--- config.mk ---
export PLATFORM = sky130hd
export DESIGN_NAME = source_text_tokenizer
export DESIGN_NICKNAME = d
export VERILOG_FILES = /design/src/hdl/stt_pkg.sv /design/src/hdl/stt_front.sv /design/src/hdl/stt_queue.sv /design/src/hdl/stt_back.sv /design/src/hdl/source_text_tokenizer.sv
export VERILOG_INCLUDE_DIRS = /design/src /design/src/hdl
export SDC_FILE = /design/constraint.sdc
export NUM_CORES = 1
export LEC_CHECK = 0
export ABC_AREA = 0
export BUFFER_PORTS_ARGS = -buffer_cell sky130_fd_sc_hd__buf_2
export CORE_ASPECT_RATIO = 1.2
export CORE_MARGIN = 2
export CORE_UTILIZATION = 33
export CTS_BUF_LIST = sky130_fd_sc_hd__clkbuf_4 sky130_fd_sc_hd__clkbuf_8
export DETAILED_ROUTE_END_ITERATION = 6
export PLACE_DENSITY = 0.5
export SLEW_MARGIN = 20
export SYNTH_ARGS = -nofsm -noshare
export SYNTH_HDL_FRONTEND = slang
export SYNTH_SLANG_ARGS = --single-unit
--- constraint.sdc ---
create_clock -name clk -period 9.25 [get_ports clk]
set_clock_uncertainty 0.15 [all_clocks]
set_input_delay 0.4625 -clock clk [delete_from_list [all_inputs] [get_ports clk]]
set_output_delay 0.4625 -clock clk [all_outputs]
set_load 0.005 [all_outputs]
--- src/hdl/source_text_tokenizer_macros.svh ---
// Assertion macros shared by the source text tokenizer RTL
`ifndef SOURCE_TEXT_TOKENIZER_MACROS_SVH
`define SOURCE_TEXT_TOKENIZER_MACROS_SVH
`ifndef SYNTH
`define STT_ASSERT_SAME(label, clk, rst_n, ante, cons) \
  label: assert property (@(posedge clk) disable iff (!rst_n) (ante) |-> (cons)) \
    else $error("tokenizer check failed");
`define STT_ASSERT_NEXT(label, clk, rst_n, ante, cons) \
  label: assert property (@(posedge clk) disable iff (!rst_n) (ante) |=> (cons)) \
    else $error("tokenizer check failed");
`else
`define STT_ASSERT_SAME(label, clk, rst_n, ante, cons)
`define STT_ASSERT_NEXT(label, clk, rst_n, ante, cons)
`endif
`endif

--- src/hdl/stt_pkg.sv ---
// Types and constants shared by the source text tokenizer modules
package stt_pkg;

  typedef logic [4:0]  kind_t;
  typedef logic [31:0] start_t;
  typedef logic [15:0] len_t;
  typedef logic [23:0] line_t;

  typedef struct packed {
    logic [7:0] in_byte;
    logic       end_of_text;
  } in_item_t;

  typedef struct packed {
    kind_t  token_kind;
    start_t token_start;
    len_t   token_length;
    line_t  line_number;
    logic   last_of_run;
  } out_item_t;

  // One queue entry holds every result of one input byte
  typedef struct packed {
    logic      two;
    out_item_t res0;
    out_item_t res1;
  } q_entry_t;

  typedef struct packed {
    logic full;
    logic empty;
  } q_stat_t;

  localparam kind_t KIND_INT    = 5'd0;
  localparam kind_t KIND_FLOAT  = 5'd1;
  localparam kind_t KIND_IDENT  = 5'd2;
  localparam kind_t KIND_PLUS   = 5'd3;
  localparam kind_t KIND_MINUS  = 5'd4;
  localparam kind_t KIND_STAR   = 5'd5;
  localparam kind_t KIND_SLASH  = 5'd6;
  localparam kind_t KIND_EQUAL  = 5'd7;
  localparam kind_t KIND_LPAREN = 5'd8;
  localparam kind_t KIND_RPAREN = 5'd9;
  localparam kind_t KIND_LBRACE = 5'd10;
  localparam kind_t KIND_RBRACE = 5'd11;
  localparam kind_t KIND_PERIOD = 5'd12;
  localparam kind_t KIND_COMMA  = 5'd13;
  localparam kind_t KIND_COLON  = 5'd14;
  localparam kind_t KIND_SEMI   = 5'd15;
  localparam kind_t KIND_END    = 5'd16;
  localparam kind_t KIND_ERROR  = 5'd17;

  localparam logic [7:0] CH_SPACE   = 8'h20;
  localparam logic [7:0] CH_TAB     = 8'h09;
  localparam logic [7:0] CH_NEWLINE = 8'h0A;
  localparam logic [7:0] CH_LOW_A   = 8'h61;
  localparam logic [7:0] CH_LOW_Z   = 8'h7A;
  localparam logic [7:0] CH_UP_A    = 8'h41;
  localparam logic [7:0] CH_UP_Z    = 8'h5A;
  localparam logic [7:0] CH_ZERO    = 8'h30;
  localparam logic [7:0] CH_NINE    = 8'h39;
  localparam logic [7:0] CH_PLUS    = 8'h2B;
  localparam logic [7:0] CH_MINUS   = 8'h2D;
  localparam logic [7:0] CH_STAR    = 8'h2A;
  localparam logic [7:0] CH_SLASH   = 8'h2F;
  localparam logic [7:0] CH_EQUAL   = 8'h3D;
  localparam logic [7:0] CH_LPAREN  = 8'h28;
  localparam logic [7:0] CH_RPAREN  = 8'h29;
  localparam logic [7:0] CH_LBRACE  = 8'h7B;
  localparam logic [7:0] CH_RBRACE  = 8'h7D;
  localparam logic [7:0] CH_PERIOD  = 8'h2E;
  localparam logic [7:0] CH_COMMA   = 8'h2C;
  localparam logic [7:0] CH_COLON   = 8'h3A;
  localparam logic [7:0] CH_SEMI    = 8'h3B;

endpackage

--- src/hdl/stt_front.sv ---
// Front end: classify each byte, track scan state, build queue entries
module stt_front #(
  parameter int OFFSET_BITS = 32,
  parameter int LENGTH_BITS = 16,
  parameter int LINE_BITS   = 24
) (
  input  logic              clk,
  input  logic              rst_n,
  input  logic              in_valid,
  output logic              in_stall,
  input  stt_pkg::in_item_t in_item,
  input  stt_pkg::q_stat_t  q_stat,
  output logic              push,
  output stt_pkg::q_entry_t push_entry
);

  typedef enum logic [1:0] {
    MODE_IDLE,
    MODE_NUMBER,
    MODE_IDENT,
    MODE_HALTED
  } mode_t;

  typedef enum logic [2:0] {
    CLS_LETTER,
    CLS_DIGIT,
    CLS_SPACE,
    CLS_NEWLINE,
    CLS_PUNCT,
    CLS_ILLEGAL
  } cls_t;

  localparam logic [OFFSET_BITS-1:0] OFF_ONE  = OFFSET_BITS'(1);
  localparam logic [LENGTH_BITS-1:0] LEN_ONE  = LENGTH_BITS'(1);
  localparam logic [LINE_BITS-1:0]   LINE_ONE = LINE_BITS'(1);

  mode_t                   mode_r, mode_nxt;
  logic                    saw_period_r, saw_period_nxt;
  logic [OFFSET_BITS-1:0]  pend_start_r, pend_start_nxt;
  logic [LENGTH_BITS-1:0]  pend_len_r, pend_len_nxt;
  logic [LINE_BITS-1:0]    line_r, line_nxt;
  logic [OFFSET_BITS-1:0]  offset_r, offset_nxt;

  cls_t               cls;
  stt_pkg::kind_t     punct_kind;
  logic               accept;
  logic               do_flush;
  logic               flush_vld;
  logic               sec_vld;
  stt_pkg::out_item_t flush_tok;
  stt_pkg::out_item_t sec_tok;

  assign in_stall = q_stat.full;
  assign accept   = in_valid && !in_stall;

  always_comb begin
    cls        = CLS_ILLEGAL;
    punct_kind = stt_pkg::KIND_ERROR;
    case (in_item.in_byte) inside
      stt_pkg::CH_SPACE, stt_pkg::CH_TAB: cls = CLS_SPACE;
      stt_pkg::CH_NEWLINE: cls = CLS_NEWLINE;
      [stt_pkg::CH_LOW_A:stt_pkg::CH_LOW_Z], [stt_pkg::CH_UP_A:stt_pkg::CH_UP_Z]:
        cls = CLS_LETTER;
      [stt_pkg::CH_ZERO:stt_pkg::CH_NINE]: cls = CLS_DIGIT;
      stt_pkg::CH_PLUS: begin
        cls = CLS_PUNCT; punct_kind = stt_pkg::KIND_PLUS;
      end
      stt_pkg::CH_MINUS: begin
        cls = CLS_PUNCT; punct_kind = stt_pkg::KIND_MINUS;
      end
      stt_pkg::CH_STAR: begin
        cls = CLS_PUNCT; punct_kind = stt_pkg::KIND_STAR;
      end
      stt_pkg::CH_SLASH: begin
        cls = CLS_PUNCT; punct_kind = stt_pkg::KIND_SLASH;
      end
      stt_pkg::CH_EQUAL: begin
        cls = CLS_PUNCT; punct_kind = stt_pkg::KIND_EQUAL;
      end
      stt_pkg::CH_LPAREN: begin
        cls = CLS_PUNCT; punct_kind = stt_pkg::KIND_LPAREN;
      end
      stt_pkg::CH_RPAREN: begin
        cls = CLS_PUNCT; punct_kind = stt_pkg::KIND_RPAREN;
      end
      stt_pkg::CH_LBRACE: begin
        cls = CLS_PUNCT; punct_kind = stt_pkg::KIND_LBRACE;
      end
      stt_pkg::CH_RBRACE: begin
        cls = CLS_PUNCT; punct_kind = stt_pkg::KIND_RBRACE;
      end
      stt_pkg::CH_PERIOD: begin
        cls = CLS_PUNCT; punct_kind = stt_pkg::KIND_PERIOD;
      end
      stt_pkg::CH_COMMA: begin
        cls = CLS_PUNCT; punct_kind = stt_pkg::KIND_COMMA;
      end
      stt_pkg::CH_COLON: begin
        cls = CLS_PUNCT; punct_kind = stt_pkg::KIND_COLON;
      end
      stt_pkg::CH_SEMI: begin
        cls = CLS_PUNCT; punct_kind = stt_pkg::KIND_SEMI;
      end
      default: cls = CLS_ILLEGAL;
    endcase
  end

  // Token that a flush would report, taken from the state before this byte
  always_comb begin
    flush_tok.token_kind   = (mode_r == MODE_IDENT) ? stt_pkg::KIND_IDENT :
                             (saw_period_r ? stt_pkg::KIND_FLOAT : stt_pkg::KIND_INT);
    flush_tok.token_start  = stt_pkg::start_t'(pend_start_r);
    flush_tok.token_length = stt_pkg::len_t'(pend_len_r);
    flush_tok.line_number  = stt_pkg::line_t'(line_r);
    flush_tok.last_of_run  = 1'b0;
  end

  always_comb begin
    mode_nxt       = mode_r;
    saw_period_nxt = saw_period_r;
    pend_start_nxt = pend_start_r;
    pend_len_nxt   = pend_len_r;
    line_nxt       = line_r;
    offset_nxt     = offset_r + OFF_ONE;
    do_flush       = 1'b0;
    sec_vld        = 1'b0;
    sec_tok.token_kind   = punct_kind;
    sec_tok.token_start  = stt_pkg::start_t'(offset_r);
    sec_tok.token_length = stt_pkg::len_t'(1);
    sec_tok.line_number  = stt_pkg::line_t'(line_r);
    sec_tok.last_of_run  = 1'b1;

    if (in_item.end_of_text) begin
      do_flush             = (mode_r != MODE_HALTED);
      sec_vld              = 1'b1;
      sec_tok.token_kind   = stt_pkg::KIND_END;
      sec_tok.token_length = '0;
      mode_nxt       = MODE_IDLE;
      saw_period_nxt = 1'b0;
      pend_start_nxt = '0;
      pend_len_nxt   = '0;
      line_nxt       = LINE_ONE;
      offset_nxt     = '0;
    end else if (mode_r != MODE_HALTED) begin
      case (cls)
        CLS_LETTER: begin
          if (mode_r == MODE_IDENT) begin
            if (pend_len_r != '1) pend_len_nxt = pend_len_r + LEN_ONE;
          end else begin
            do_flush       = 1'b1;
            mode_nxt       = MODE_IDENT;
            saw_period_nxt = 1'b0;
            pend_start_nxt = offset_r;
            pend_len_nxt   = LEN_ONE;
          end
        end
        CLS_DIGIT: begin
          if (mode_r == MODE_IDENT || mode_r == MODE_NUMBER) begin
            if (pend_len_r != '1) pend_len_nxt = pend_len_r + LEN_ONE;
          end else begin
            mode_nxt       = MODE_NUMBER;
            saw_period_nxt = 1'b0;
            pend_start_nxt = offset_r;
            pend_len_nxt   = LEN_ONE;
          end
        end
        CLS_SPACE, CLS_NEWLINE: begin
          do_flush       = 1'b1;
          mode_nxt       = MODE_IDLE;
          saw_period_nxt = 1'b0;
          pend_len_nxt   = '0;
          if (cls == CLS_NEWLINE && line_r != '1) line_nxt = line_r + LINE_ONE;
        end
        CLS_PUNCT: begin
          if (punct_kind == stt_pkg::KIND_PERIOD && mode_r == MODE_NUMBER) begin
            // Period inside a number extends it and makes it a float
            if (pend_len_r != '1) pend_len_nxt = pend_len_r + LEN_ONE;
            saw_period_nxt = 1'b1;
          end else begin
            do_flush       = 1'b1;
            sec_vld        = 1'b1;
            mode_nxt       = MODE_IDLE;
            saw_period_nxt = 1'b0;
            pend_len_nxt   = '0;
          end
        end
        default: begin
          // Illegal byte: flush, report, halt until end of text
          do_flush           = 1'b1;
          sec_vld            = 1'b1;
          sec_tok.token_kind = stt_pkg::KIND_ERROR;
          mode_nxt           = MODE_HALTED;
          saw_period_nxt     = 1'b0;
          pend_len_nxt       = '0;
        end
      endcase
    end
  end

  assign flush_vld = do_flush && (mode_r == MODE_NUMBER || mode_r == MODE_IDENT);

  always_comb begin
    push_entry.two  = flush_vld && sec_vld;
    push_entry.res0 = flush_vld ? flush_tok : sec_tok;
    push_entry.res0.last_of_run = !(flush_vld && sec_vld);
    push_entry.res1 = sec_tok;
  end

  assign push = accept && (flush_vld || sec_vld);

  always_ff @(posedge clk) begin
    if (!rst_n) begin
      mode_r       <= MODE_IDLE;
      saw_period_r <= 1'b0;
      pend_start_r <= '0;
      pend_len_r   <= '0;
      line_r       <= LINE_ONE;
      offset_r     <= '0;
    end else if (accept) begin
      mode_r       <= mode_nxt;
      saw_period_r <= saw_period_nxt;
      pend_start_r <= pend_start_nxt;
      pend_len_r   <= pend_len_nxt;
      line_r       <= line_nxt;
      offset_r     <= offset_nxt;
    end
  end

endmodule

--- src/hdl/stt_queue.sv ---
// Short register queue between the front and back ends
module stt_queue #(
  parameter int DEPTH = 4
) (
  input  logic              clk,
  input  logic              rst_n,
  input  logic              push,
  input  stt_pkg::q_entry_t push_entry,
  input  logic              pop,
  output stt_pkg::q_entry_t head,
  output stt_pkg::q_stat_t  q_stat
);

  localparam int PtrW = (DEPTH > 1) ? $clog2(DEPTH) : 1;
  localparam int CntW = $clog2(DEPTH + 1);
  localparam logic [PtrW-1:0] PTR_LAST = PtrW'(DEPTH - 1);
  localparam logic [PtrW-1:0] PTR_ONE  = PtrW'(1);
  localparam logic [CntW-1:0] CNT_ONE  = CntW'(1);
  localparam logic [CntW-1:0] CNT_FULL = CntW'(DEPTH);

  stt_pkg::q_entry_t entries_r [DEPTH];
  logic [PtrW-1:0]   wr_ptr_r, rd_ptr_r;
  logic [CntW-1:0]   count_r, count_nxt;

  always_comb begin
    case ({push, pop})
      2'b10:   count_nxt = count_r + CNT_ONE;
      2'b01:   count_nxt = count_r - CNT_ONE;
      default: count_nxt = count_r;
    endcase
  end

  always_ff @(posedge clk) begin
    if (!rst_n) begin
      wr_ptr_r <= '0;
      rd_ptr_r <= '0;
      count_r  <= '0;
    end else begin
      if (push) wr_ptr_r <= (wr_ptr_r == PTR_LAST) ? '0 : wr_ptr_r + PTR_ONE;
      if (pop)  rd_ptr_r <= (rd_ptr_r == PTR_LAST) ? '0 : rd_ptr_r + PTR_ONE;
      count_r <= count_nxt;
    end
  end

  always_ff @(posedge clk) begin
    if (push) entries_r[wr_ptr_r] <= push_entry;
  end

  assign head         = entries_r[rd_ptr_r];
  assign q_stat.full  = (count_r == CNT_FULL);
  assign q_stat.empty = (count_r == '0);

endmodule

--- src/hdl/stt_back.sv ---
// Back end: unroll queue entries into single results on the output register
module stt_back (
  input  logic               clk,
  input  logic               rst_n,
  input  stt_pkg::q_entry_t  head,
  input  stt_pkg::q_stat_t   q_stat,
  output logic               pop,
  output logic               out_valid,
  input  logic               out_stall,
  output stt_pkg::out_item_t out_item
);

  logic               out_valid_r;
  stt_pkg::out_item_t out_item_r;
  logic               sub_r;
  logic               load;

  assign load = !q_stat.empty && (!out_valid_r || !out_stall);
  // Retire the entry once its last result is loaded
  assign pop  = load && (sub_r || !head.two);

  always_ff @(posedge clk) begin
    if (!rst_n) begin
      out_valid_r <= 1'b0;
      sub_r       <= 1'b0;
    end else if (load) begin
      out_valid_r <= 1'b1;
      sub_r       <= !sub_r && head.two;
    end else if (!out_stall) begin
      out_valid_r <= 1'b0;
    end
  end

  always_ff @(posedge clk) begin
    if (load) out_item_r <= sub_r ? head.res1 : head.res0;
  end

  assign out_valid = out_valid_r;
  assign out_item  = out_item_r;

endmodule

--- src/hdl/source_text_tokenizer.sv ---
// Source text tokenizer top level: front end, entry queue and back end
//
// Takes source text one byte per transaction on the in_ channel; a transaction
// with end_of_text set flushes the pending token, emits END and restarts.
// Each token leaves on the out_ channel with kind, start offset, length and
// line; last_of_run marks the final result of one input byte. A byte causes
// zero, one or two results.
// A result passes through the entry queue and the output register before it is
// presented; a second result from the same byte follows behind the first.
// Throughput: one byte per cycle while in_stall is low. The output register loads
// one result per cycle while out_stall is low, so bytes that end a token and are
// a token themselves (two results) leave more slowly than they enter; the
// QUEUE_DEPTH-entry queue between front and back end absorbs this, and in_stall rises only when that queue is full.
// When the receiver raises out_stall the result holds on out_item and the
// queue fills behind it, then in_stall rises.
// Reset (rst_n low, synchronous) clears the scan state to idle, line 1 and
// offset 0, and empties the queue and output register.
`include "source_text_tokenizer_macros.svh"
module source_text_tokenizer #(
  parameter int OFFSET_BITS = 32,
  parameter int LENGTH_BITS = 16,
  parameter int LINE_BITS   = 24,
  parameter int QUEUE_DEPTH = 4
) (
  input  logic               clk,
  input  logic               rst_n,
  input  logic               in_valid,
  output logic               in_stall,
  input  stt_pkg::in_item_t  in_item,
  output logic               out_valid,
  input  logic               out_stall,
  output stt_pkg::out_item_t out_item
);

  logic              push;
  logic              pop;
  stt_pkg::q_entry_t push_entry;
  stt_pkg::q_entry_t head;
  stt_pkg::q_stat_t  q_stat;

  stt_front #(
    .OFFSET_BITS (OFFSET_BITS),
    .LENGTH_BITS (LENGTH_BITS),
    .LINE_BITS   (LINE_BITS)
  ) u_front (
    .clk        (clk),
    .rst_n      (rst_n),
    .in_valid   (in_valid),
    .in_stall   (in_stall),
    .in_item    (in_item),
    .q_stat     (q_stat),
    .push       (push),
    .push_entry (push_entry)
  );

  stt_queue #(
    .DEPTH (QUEUE_DEPTH)
  ) u_queue (
    .clk        (clk),
    .rst_n      (rst_n),
    .push       (push),
    .push_entry (push_entry),
    .pop        (pop),
    .head       (head),
    .q_stat     (q_stat)
  );

  stt_back u_back (
    .clk       (clk),
    .rst_n     (rst_n),
    .head      (head),
    .q_stat    (q_stat),
    .pop       (pop),
    .out_valid (out_valid),
    .out_stall (out_stall),
    .out_item  (out_item)
  );

  // End of text always leaves an entry queued
  `STT_ASSERT_NEXT(a_eot_queued, clk, rst_n, in_valid && !in_stall && in_item.end_of_text, !q_stat.empty)
  // END and ERROR always close the run of their byte
  `STT_ASSERT_SAME(a_end_last, clk, rst_n, out_valid && (out_item.token_kind == stt_pkg::KIND_END || out_item.token_kind == stt_pkg::KIND_ERROR), out_item.last_of_run)
  // Only a flushed number or identifier precedes another result of the same byte
  `STT_ASSERT_SAME(a_first_is_flush, clk, rst_n, out_valid && !out_item.last_of_run, out_item.token_kind == stt_pkg::KIND_INT || out_item.token_kind == stt_pkg::KIND_FLOAT || out_item.token_kind == stt_pkg::KIND_IDENT)

endmodule

-- Word-level counts from Yosys, hierarchy flattened
Memory sizes are Yosys's and may differ from the RTL's. A register that Yosys moved wholly into a read port is not among the register bits.
Cells that the tools add are included.
- add/subtract/negate cells: 7
- magnitude comparators: 6
- equal/unequal tests: 35
- multiplexer cells: 88
- reduce and logical (&&, ||, !) cells: 40
- operators with widths (kind ; number):
    $mux W32 ; 5
    $mux W78 ; 2
    $mux W5 ; 21
    $eq A8 B6 Y1 const B ; 12
    $mux W16 ; 6
    $mux W24 ; 4
    $pmux W32 S2 ; 1
    $mux W3 ; 16
    $pmux W16 S3 ; 1
    $add A32 B1 Y32 const B ; 1
    $add A24 B1 Y24 const B ; 1
    $ne A24 B24 Y1 const B ; 1
    $mux W1 ; 18
    $mux W2 ; 9
    $add A16 B1 Y16 const B ; 1
    $eq A8 B4 Y1 const B ; 2
    $eq A8 B7 Y1 const B ; 2
    $ge A8 B7 Y1 const B ; 2
    $le A8 B7 Y1 const B ; 2
    $ne A16 B16 Y1 const B ; 1
    $logic_and A1 B1 Y1 ; 12
    $reduce_and A5 Y1 ; 2
    $ne A3 B3 Y1 const B ; 3
    $eq A2 B2 Y1 const B ; 4
    26 further kinds ; 47
- register bits after elaboration: 194
- RAM bits: 564
- bits of input ports: 13
- output and inout port bits: 80
- word-level logic and storage cells: 193
- memories: 1
- memories (memory ; words ; bits a word ; rd ports ; clocked after Yosys merged registers in ; write ports ; RTL line ; text):
    u_queue.entries_r ; 4 ; 141 ; 1 ; 1 ; 1 ; stt_queue.sv:21 ; stt_pkg::q_entry_t entries_r [DEPTH];

-- Logic depth before layout (Yosys ltp)
Gate-level depths: netlist (run 1).
- depth after elaboration: 29
- gate-level depth with buffers: 15
- mapped depth without buffers: 12

-- Hierarchy
Synthesis (run 1) repeated with hierarchy kept, for this count alone.
- cell total of the unflattened synthesis: 1812
- area total of the unflattened synthesis: 33110.5 sq um
- modules (own cells, without submodules) (module ; instances ; cells an instance ; area each (sq um) ; seq. area each (sq um)):
    stt_queue ; 1 ; 867 ; 23231.0 ; 19038.3
    stt_front ; 1 ; 770 ; 6109.6 ; 2142.1
    stt_back ; 1 ; 175 ; 3769.9 ; 2382.3

-- Worst setup path before layout (run 1)
No wires, ideal clock.
- kind: input -> register
- start point: input port in_item[5] in the netlist's numbering
- end point: memory u_queue.entries_r[0][100] in the netlist's numbering (enable)
- setup time: 609 ps
- data arrival time: 7332 ps
- required time: 8491 ps
- slack: 1159 ps
- stages: 8
- buffers on the path: 2
- path through: buf_2 -> or4_1 -> o21ai_1 -> o21ai_1 -> o21ba_4 -> o311a_1 -> buf_2 -> nor2b_1
- word-level cells in the longest chain between the ends: 29
- elaborated cells between the ends (all ways): 81
- classes of those cells: order compare (6); eq/ne (21); mux (43); reduce/logical (11)
- ends and longest elaborated chain (element ; RTL line ; text):
    start: declaration ; source_text_tokenizer.sv:29 ; input stt_pkg::in_item_t in_item,
    $eq A8 B6 Y1 (no source line) ; n/a ;
    $mux W5 (17 in a row) ; stt_front.sv:59 ; case (in_item.in_byte) inside
    $eq A5 B4 Y1 ; stt_front.sv:175 ; if (punct_kind == stt_pkg::KIND_PERIOD && mode_r == MODE_NUMBER) begin
    $logic_and A1 B1 Y1 ; stt_front.sv:175 ;
    $mux W1 ; stt_front.sv:175 ;
    $pmux W1 S3 ; stt_front.sv:145 ; case (cls)
    $mux W1 ; stt_front.sv:144 ; end else if (mode_r != MODE_HALTED) begin
    $mux W1 ; stt_front.sv:133 ; if (in_item.end_of_text) begin
    $logic_and A1 B1 Y1 ; stt_front.sv:200 ; assign flush_vld = do_flush && (mode_r == MODE_NUMBER || mode_r == MODE_IDENT);
    $logic_or A1 B1 Y1 * ; stt_front.sv:209 ; assign push = accept && (flush_vld || sec_vld);
    $logic_and A1 B1 Y1 * ; stt_front.sv:209 ;
    $mux W1 * ; stt_queue.sv:46 ; if (push) entries_r[wr_ptr_r] <= push_entry;
    $mux W1 (implied by the code) * ; stt_queue.sv:46 ;
    end: declaration ; stt_queue.sv:21 ;
Mark *: on every way between the ends. The rest lies on a longest branch, timed or not.

-- Worst setup path in the final report (run 1)
- start point: register u_front.mode_r[0]
- end point: memory u_queue.entries_r[3][131] in the netlist's numbering (enable)
- word-level cells in the longest chain between the ends: 11
- elaborated cells between the ends (all ways): 18
- classes of those cells: eq/ne (3); mux (10); reduce/logical (5)
- ends and longest elaborated chain (element ; RTL line ; text):
    start: declaration ; stt_front.sv:37 ; mode_t mode_r, mode_nxt;
    start signal: assignment ; stt_front.sv:220 ; mode_r <= mode_nxt;
    $eq A2 B1 Y1 ; stt_front.sv:175, stt_front.sv:200 ;
    $logic_and A1 B1 Y1 ; stt_front.sv:175 ;
    $mux W1 ; stt_front.sv:175 ;
    $pmux W1 S3 ; stt_front.sv:145 ;
    $mux W1 ; stt_front.sv:144 ;
    $mux W1 ; stt_front.sv:133 ;
    $logic_and A1 B1 Y1 ; stt_front.sv:200 ;
    $logic_or A1 B1 Y1 * ; stt_front.sv:209 ;
    $logic_and A1 B1 Y1 * ; stt_front.sv:209 ;
    $mux W1 * ; stt_queue.sv:46 ;
    $mux W1 (implied by the code) * ; stt_queue.sv:46 ;
Marks and branches as above.

==> metrics, run 1 <==
H-tree depth=3; GR Overflow Total=0; area delta synth->final=15.0%; Yosys reg bits=664; Die Height=313 um; Startpoint Class=flop; Worst Hold Class=in -> reg; Yosys top cell area share=0.625; Synth Cell Area=0.0262 sq mm; CP max-delay cell=buf_4; gpl congestion=0.778; Ports=93; Final period util=0.460; worst path required time=9.43 ns; most instantiated cells after synthesis=edfxtp_1 (546), nand2_1 (197), dfxtp_1 (118); Top FF cell, synth=edfxtp_1; Final ANT Viol Nets=0; Clk pwr share=0.294; Hold Vio Cnt, Final=0; power share of the sequential group=0.480; Vias=14088; drc violations=0; Syn Nets=1639; logic gate share of total power=0.226; Crit. End Element=flop; largest net degree at the start of global routing=65; cell count after synthesis=1613; Std-Cell Rows=113; initial antenna violation count=2; PwrDens=292 mW/mm^2; maximum clock rate=235 MHz; via density per instance=4.89; hpwl dp=32.4 mm; Total Negative Setup Slacks=0 ns; Post-synth ARST share=0; CTS sink count=664; Max Buffers Root-to-Sink=3; number of global-route vias before repair=14519; die footprint=0.0817 sq mm; Total Nets Final=1781; relative slew slack=0.295; first-pass GRT wire length=88.7 mm; CP Class=reg -> reg; Storage cell area=0.0188 sq mm; Slew @ Worst Pin=1.06 ns; Final min period=4.25 ns; cell taking the most area after synthesis=edfxtp_1; Max VDD drop=219 uV; Multi-input gate area=0.00708 sq mm; reg-to-reg slack, setup=5.00 ns; CP Max Fanout=59; Crit path arrival time=4.43 ns; DR iter-0 viols=948; Setup violations, final=0; Post-synth EDFFs=546; Num CTS Buffers=103; Yosys cell types=66; root buf cell=clkbuf_8; Yosys warnings=0; Core Region=0.0789 sq mm; Skew-Pair Late Insertion Delay=0.72 ns; static leakage=10.0 nW; RSZ-0062 raised after global routing=false; count of pins over their slew limit=0; initial core utilization=0.332; gr usage total=0.144; CP max stage delay=0.88 ns; post-CTS sizing=0; Routed Wire Length=58.4 mm; DIE WIDTH=261 um; DRT Pass-1 Iters=5; Pint=6.27 mW; share of cells above drive strength 1=0.253; status=finished clean; Sw Share=0.287; clock transition at the registers of the reported paths=0.07 ns; worst-path cell chain=inv_1 -> ha_1 -> nor3_1 -> or2_2 -> o21ba_4 -> o311a_1 -> nor2b_4 -> buf_4; Seq/Total Area, Yosys=0.715; port bufs=92; Psw=2.53 mW; largest cells by area after synthesis=edfxtp_1 (63%), mux4_2 (10%), dfxtp_1 (9.0%); cell with the most instances after synthesis=edfxtp_1; number of max-cap violations=0; dpl ws=4.27 ns; Fillers=7389; CTS tree=yes; Mapped Avg Cell Area=16.3 sq um; min setup slack post-route=5.00 ns; post-DR wirelength/cell=20.3 um
## sequential cells by signal (all words and copies together), names as in the netlist, named ones only
name	count
u_front.pend_len_r	16
u_queue.entries_r	468
u_back.out_valid	1
u_front.pend_start_r	32
u_queue.count_r	3
u_front.saw_period_r	1
u_back.sub_r	1
u_front.offset_r	32
u_queue.rd_ptr_r	2
u_front.line_r	24
u_front.mode_r	2
u_back.out_item	78
u_queue.wr_ptr_r	2
## area by class of cell
class	instances	area share
tap	1035	0.0430
clock buffer	153	0.0628
multi-input combinational	845	0.235
timing repair buffer	116	0.0228
antenna	1	0.0000830
clock inverter	42	0.0108
inverter	25	0.00320
sequential	664	0.623
## timing repair
item                      4_1_cts  5_1_grt
hold buffers                    1        0
buffers inserted                0        0
hold endpoints to repair        1        0
## logic make-up (layout without fill, tap and decap cells)
logic type / after synthesis / count (layout) / synth area share
compound gates: 127 / 127 / 0.0305
buf+inv: 104 / 336 / 0.0168
flops: 664 / 664 / 0.715
other cells: 0 / 1 / 0
mux: 159 / 159 / 0.123
fa+ha+maj: 13 / 13 / 0.00649
xor+xnor: 52 / 52 / 0.0174
simple gates: 494 / 494 / 0.0906
## critical path: cells and delay by family (launching register included)
kind                     cells  cell delay (ns)
AND/OR/NAND/NOR              3             1.31
AO/OA/AOI/OAI                2             0.75
flip-flops                   1             0.38
buffers and inverters        2             0.94
adder cells (fa/ha/maj)      1             0.26
## power by group through the flow
stage               logic (mW)  registers [mW]  clock network (mW)
finish                    1.99            4.22                2.59
global route              2.20            4.29                2.80
CTS                       2.08            4.24                2.68
detailed placement        2.07            4.30                   0
global placement          2.04            4.27                   0
floorplan                 1.29            4.29                   0
## metal layers
layer / routed length, um / GRT usage / share of wire / vias up
met5: 0 / 0 / 0 / -
met4: 1050 / 0.0431 / 0.018 / 0
met3: 2960 / 0.0306 / 0.051 / 78
met2: 28800 / 0.242 / 0.49 / 305
met1: 25600 / 0.186 / 0.44 / 7234
li1: - / - / - / 6471
## worst paths after layout
path | to | start | depth (start not counted)
worst max register to register | u_queue.entries_r[3][131] | u_front.mode_r[0] | 8
worst min-delay path | u_front.offset_r[1] | in_valid | 4
worst max-delay path | u_queue.entries_r[3][131] | u_front.mode_r[0] | 8
worst min register to register | u_front.saw_period_r | u_front.saw_period_r | 2
## stage by stage
step / instance area [sq um] / utilization / hold slack, ns / total power, mW / instances
floorplan: 26200 / - / 0.286 / 5.57 / 1613
global placement: 27800 / 0.353 / 0.303 / 6.32 / 2682
detailed placement: 27900 / 0.354 / 0.309 / 6.37 / 2684
CTS: 30100 / 0.382 / 0.0520 / 9.00 / 2880
global route: 30100 / 0.382 / 0.110 / 9.28 / 2881
finish: 30100 / 0.382 / 0.140 / 8.80 / 2881
## cell usage in the layout (no fill, tap or decap), types with 4 or more instances in the layout
master / synthesis / final
mux2_4: 32 / 32
mux2i_1: 8 / 8
dfxtp_1: 118 / 115
nor2_1: 78 / 78
bufinv_16: 0 / 4
edfxtp_1: 546 / 546
nor3_1: 16 / 16
and2_1: 34 / 34
clkbuf_4: 0 / 34
inv_1: 24 / 23
clkinv_1: 1 / 20
nor4_1: 9 / 8
nand2_1: 197 / 196
nor2b_1: 13 / 8
inv_6: 0 / 4
o21ai_0: 57 / 57
buf_2: 8 / 92
a21boi_0: 6 / 6
and3_1: 15 / 15
and4_1: 7 / 7
a21oi_1: 21 / 21
mux4_2: 117 / 117
nand2b_1: 4 / 4
xnor2_1: 21 / 21
nor3b_1: 5 / 5
xor2_1: 31 / 31
nand4_1: 22 / 22
nor2b_4: 0 / 4
ha_1: 12 / 12
buf_4: 1 / 20
clkinv_2: 0 / 10
clkbuf_8: 0 / 119
nand3_1: 67 / 67
or3_1: 12 / 12
o31ai_1: 4 / 4
No activity file was read; power rests on OpenSTA's default activity.
==> run 2: changes to the inputs <==
- clock period: 9.25 -> 4 ns (I/O delays scaled with it)
==> run 2 against run 1 <==
Against the previous run:
- register-to-register slack got worse by 4.2 ns
- highest routed layer unchanged
- final cell count rose by 0.62%
- largest power group unchanged
- final area rose by 1.3%
- global-route usage rose by 0.32 points
==> metrics, run 2 (synthesized netlist as in run 1, its figures left out) <==
hold path depth=3 (-1); Tot Pwr=20.5 mW (+130%); maximum clock rate=279 MHz; initial core utilization=0.332 (unchanged); status=finished clean; Max VDD drop=442 uV (+100%); Crit. End Element=flop; first-pass GRT wire length=90.9 mm (+2.4%); Startpoint Class=primary input; Core Region=0.0789 sq mm (unchanged); gpl congestion=0.784 (+0.69%); Vias=14154 (+0.47%); Largest register FFs=468 (unchanged); relative slew slack=0.358 (+0.0638); Std-Cell Rows=113 (unchanged); grt met1 use=0.192 (+0.00636); GR Overflow Total=0 (unchanged); Ports=93 (unchanged); CTS sink count=664 (unchanged); hold worst-path end=u_queue.entries_r[3][137]; Final period util=0.896; number of global-route vias before repair=14913 (+2.7%); number of max-cap violations=0 (unchanged); Num CTS Buffers=100 (-2.9%); Routed Wire Length=59.5 mm (+2.0%); count of pins over their slew limit=0 (unchanged); H-tree depth=3 (unchanged); share of cells above drive strength 1=0.259 (+0.00629); DIE WIDTH=261 um (unchanged); Post-CTS Setup Repair Bufs=0 (unchanged); Max Buffers Root-to-Sink=3 (unchanged); port bufs=92 (unchanged); Final ANT Viol Nets=0 (unchanged); HP Start=in_item[2]; post-DR wirelength/cell=20.5 um (+1.4%); Top reg by flops=u_queue.entries_r; Skew-Pair Late Insertion Delay=0.69 ns (-0.03 ns); Slew @ Worst Pin=0.962 ns (-0.0957 ns); Fillers=7375 (-0.19%); reg-to-reg slack, setup=0.76 ns (-4.24 ns); Hold Vio Cnt, Final=0 (unchanged); RR Endpoint=u_queue.entries_r[3][77]; Die Height=313 um (unchanged); area delta synth->final=16.4%; DRT Pass-1 Iters=5 (unchanged); root buf cell=clkbuf_8; CP Class=in -> reg; Final min period=3.58 ns; CP Max Fanout=10 (-83%); area of placed instances=0.0282 sq mm (+1.2%); die footprint=0.0817 sq mm (unchanged); Setup violations, final=0 (unchanged); Total Nets Final=1800 (+1.1%); worst reg2reg startpoint=u_front.mode_r[0]; largest net degree at the start of global routing=117 (+80%); Global Route met3 Usage=0.0243 (-0.00639); RSZ-0062 raised after global routing=false; drc violations=0 (unchanged); CTS tree=yes; hpwl dp=32.8 mm (+1.3%); most frequent cells in the layout=edfxtp_1 (546), nand2_1 (196), mux4_2 (117), clkbuf_8 (117), dfxtp_1 (115); clock transition at the registers of the reported paths=0.07 ns (about the same); Reg2Reg Depth=9 (+1); static leakage=10.2 nW (+1.5%); post-CTS sizing=0 (unchanged); # hold bufs at CTS=8 (+7); Worst Hold Class=in -> reg; GR peak layer=met2; DR iter-0 viols=873 (-7.9%); gr usage total=0.147 (+0.00325); Crit path arrival time=4.05 ns (-0.38 ns); initial antenna violation count=1 (-1); Final Cell Area=0.0305 sq mm (+1.3%); met2 GRT Util=0.249 (+0.00649); PwrDens=670 mW/mm^2 (+130%); most common cell after layout, fill and taps aside=edfxtp_1; worst path required time=4.47 ns (-4.96 ns); via density per instance=4.88 (-0.16%); Crit. Startpoint=in_item[4]
==> run 2: cell types whose count changed in the layout (fill, tap and decap cells not counted), moves of 2 or more <==
cell,delta
buf_12,+18
clkbuf_4,-9
clkinv_2,+8
dlygate4sd3_1,+7
and3_1,-2
and3_4,+2
bufinv_16,+2
clkbuf_8,-2
inv_8,-2
==> run 2: cell type report <==
| type | count | area [sq um] | share of cell area |
|---|---|---|---|
| antenna | 2 | 5.00 | 0.000164 |
| clock buffer | 142 | 1800 | 0.0589 |
| clock inverter | 48 | 384 | 0.0126 |
| inverter | 25 | 96.3 | 0.00316 |
| multi-input combinational | 845 | 7110 | 0.233 |
| sequential | 664 | 18800 | 0.615 |
| tap | 1035 | 1290 | 0.0424 |
| timing repair buffer | 138 | 1070 | 0.0351 |
==> run 2: worst max-delay path by stage <==
stage | slack (ns) | end
2_1_floorplan | -0.008 | u_queue.entries_r[0][100]
4_1_cts | 0.51 | u_queue.count_r[2]
5_1_grt | 0.26 | u_queue.count_r[2]
6_report | 0.42 | u_queue.count_r[2]
3_5_place_dp | 0.33 | u_queue.count_r[2]
3_3_place_gp | 0.40 | u_queue.count_r[2]
==> run 2: power breakdown <==
group / internal (mW) / switching, mW / total [mW]
registers: 9.26 / 0.357 / 9.62
clock network: 3.31 / 2.62 / 5.93
logic: 2.04 / 2.88 / 4.92
total: 14.6 / 5.86 / 20.5
==> run 2: critical path, stage by stage <==
cell and delay [ns]:
dlygate4sd3_1 0.53, buf_2 0.22, nand2_1 0.15, nor3_1 0.54, o2111ai_2 0.25, nor4b_4 0.38, buf_4 0.19, or3_1 0.10
o311a_1 0.20, ha_1 0.20, inv_1 0.07, fa_1 0.38, xor2_1 0.16, or3_1 0.30, a21boi_0 0.17
==> run 2: per-stage QoR <==
stage                     hold slack [ns]  std cells   util  setup TNS, ns  setup WS, ns
final                               0.101       2899  0.387              0         0.415
after global routing                0.120       2898  0.387              0         0.257
after CTS                          0.0208       2896  0.387              0         0.511
after detailed placement            0.308       2698  0.358              0         0.328
after global placement              0.302       2698  0.358              0         0.400
after floorplan                     0.202       1613      -          -3.84      -0.00823
==> run 2: routing by layer <==
metal / vias to the layer above / wire length, um
met4: 0 / 1090
met1: 7251 / 26400
met5: - / 0
li1: 6528 / -
met2: 298 / 29700
met3: 77 / 2380
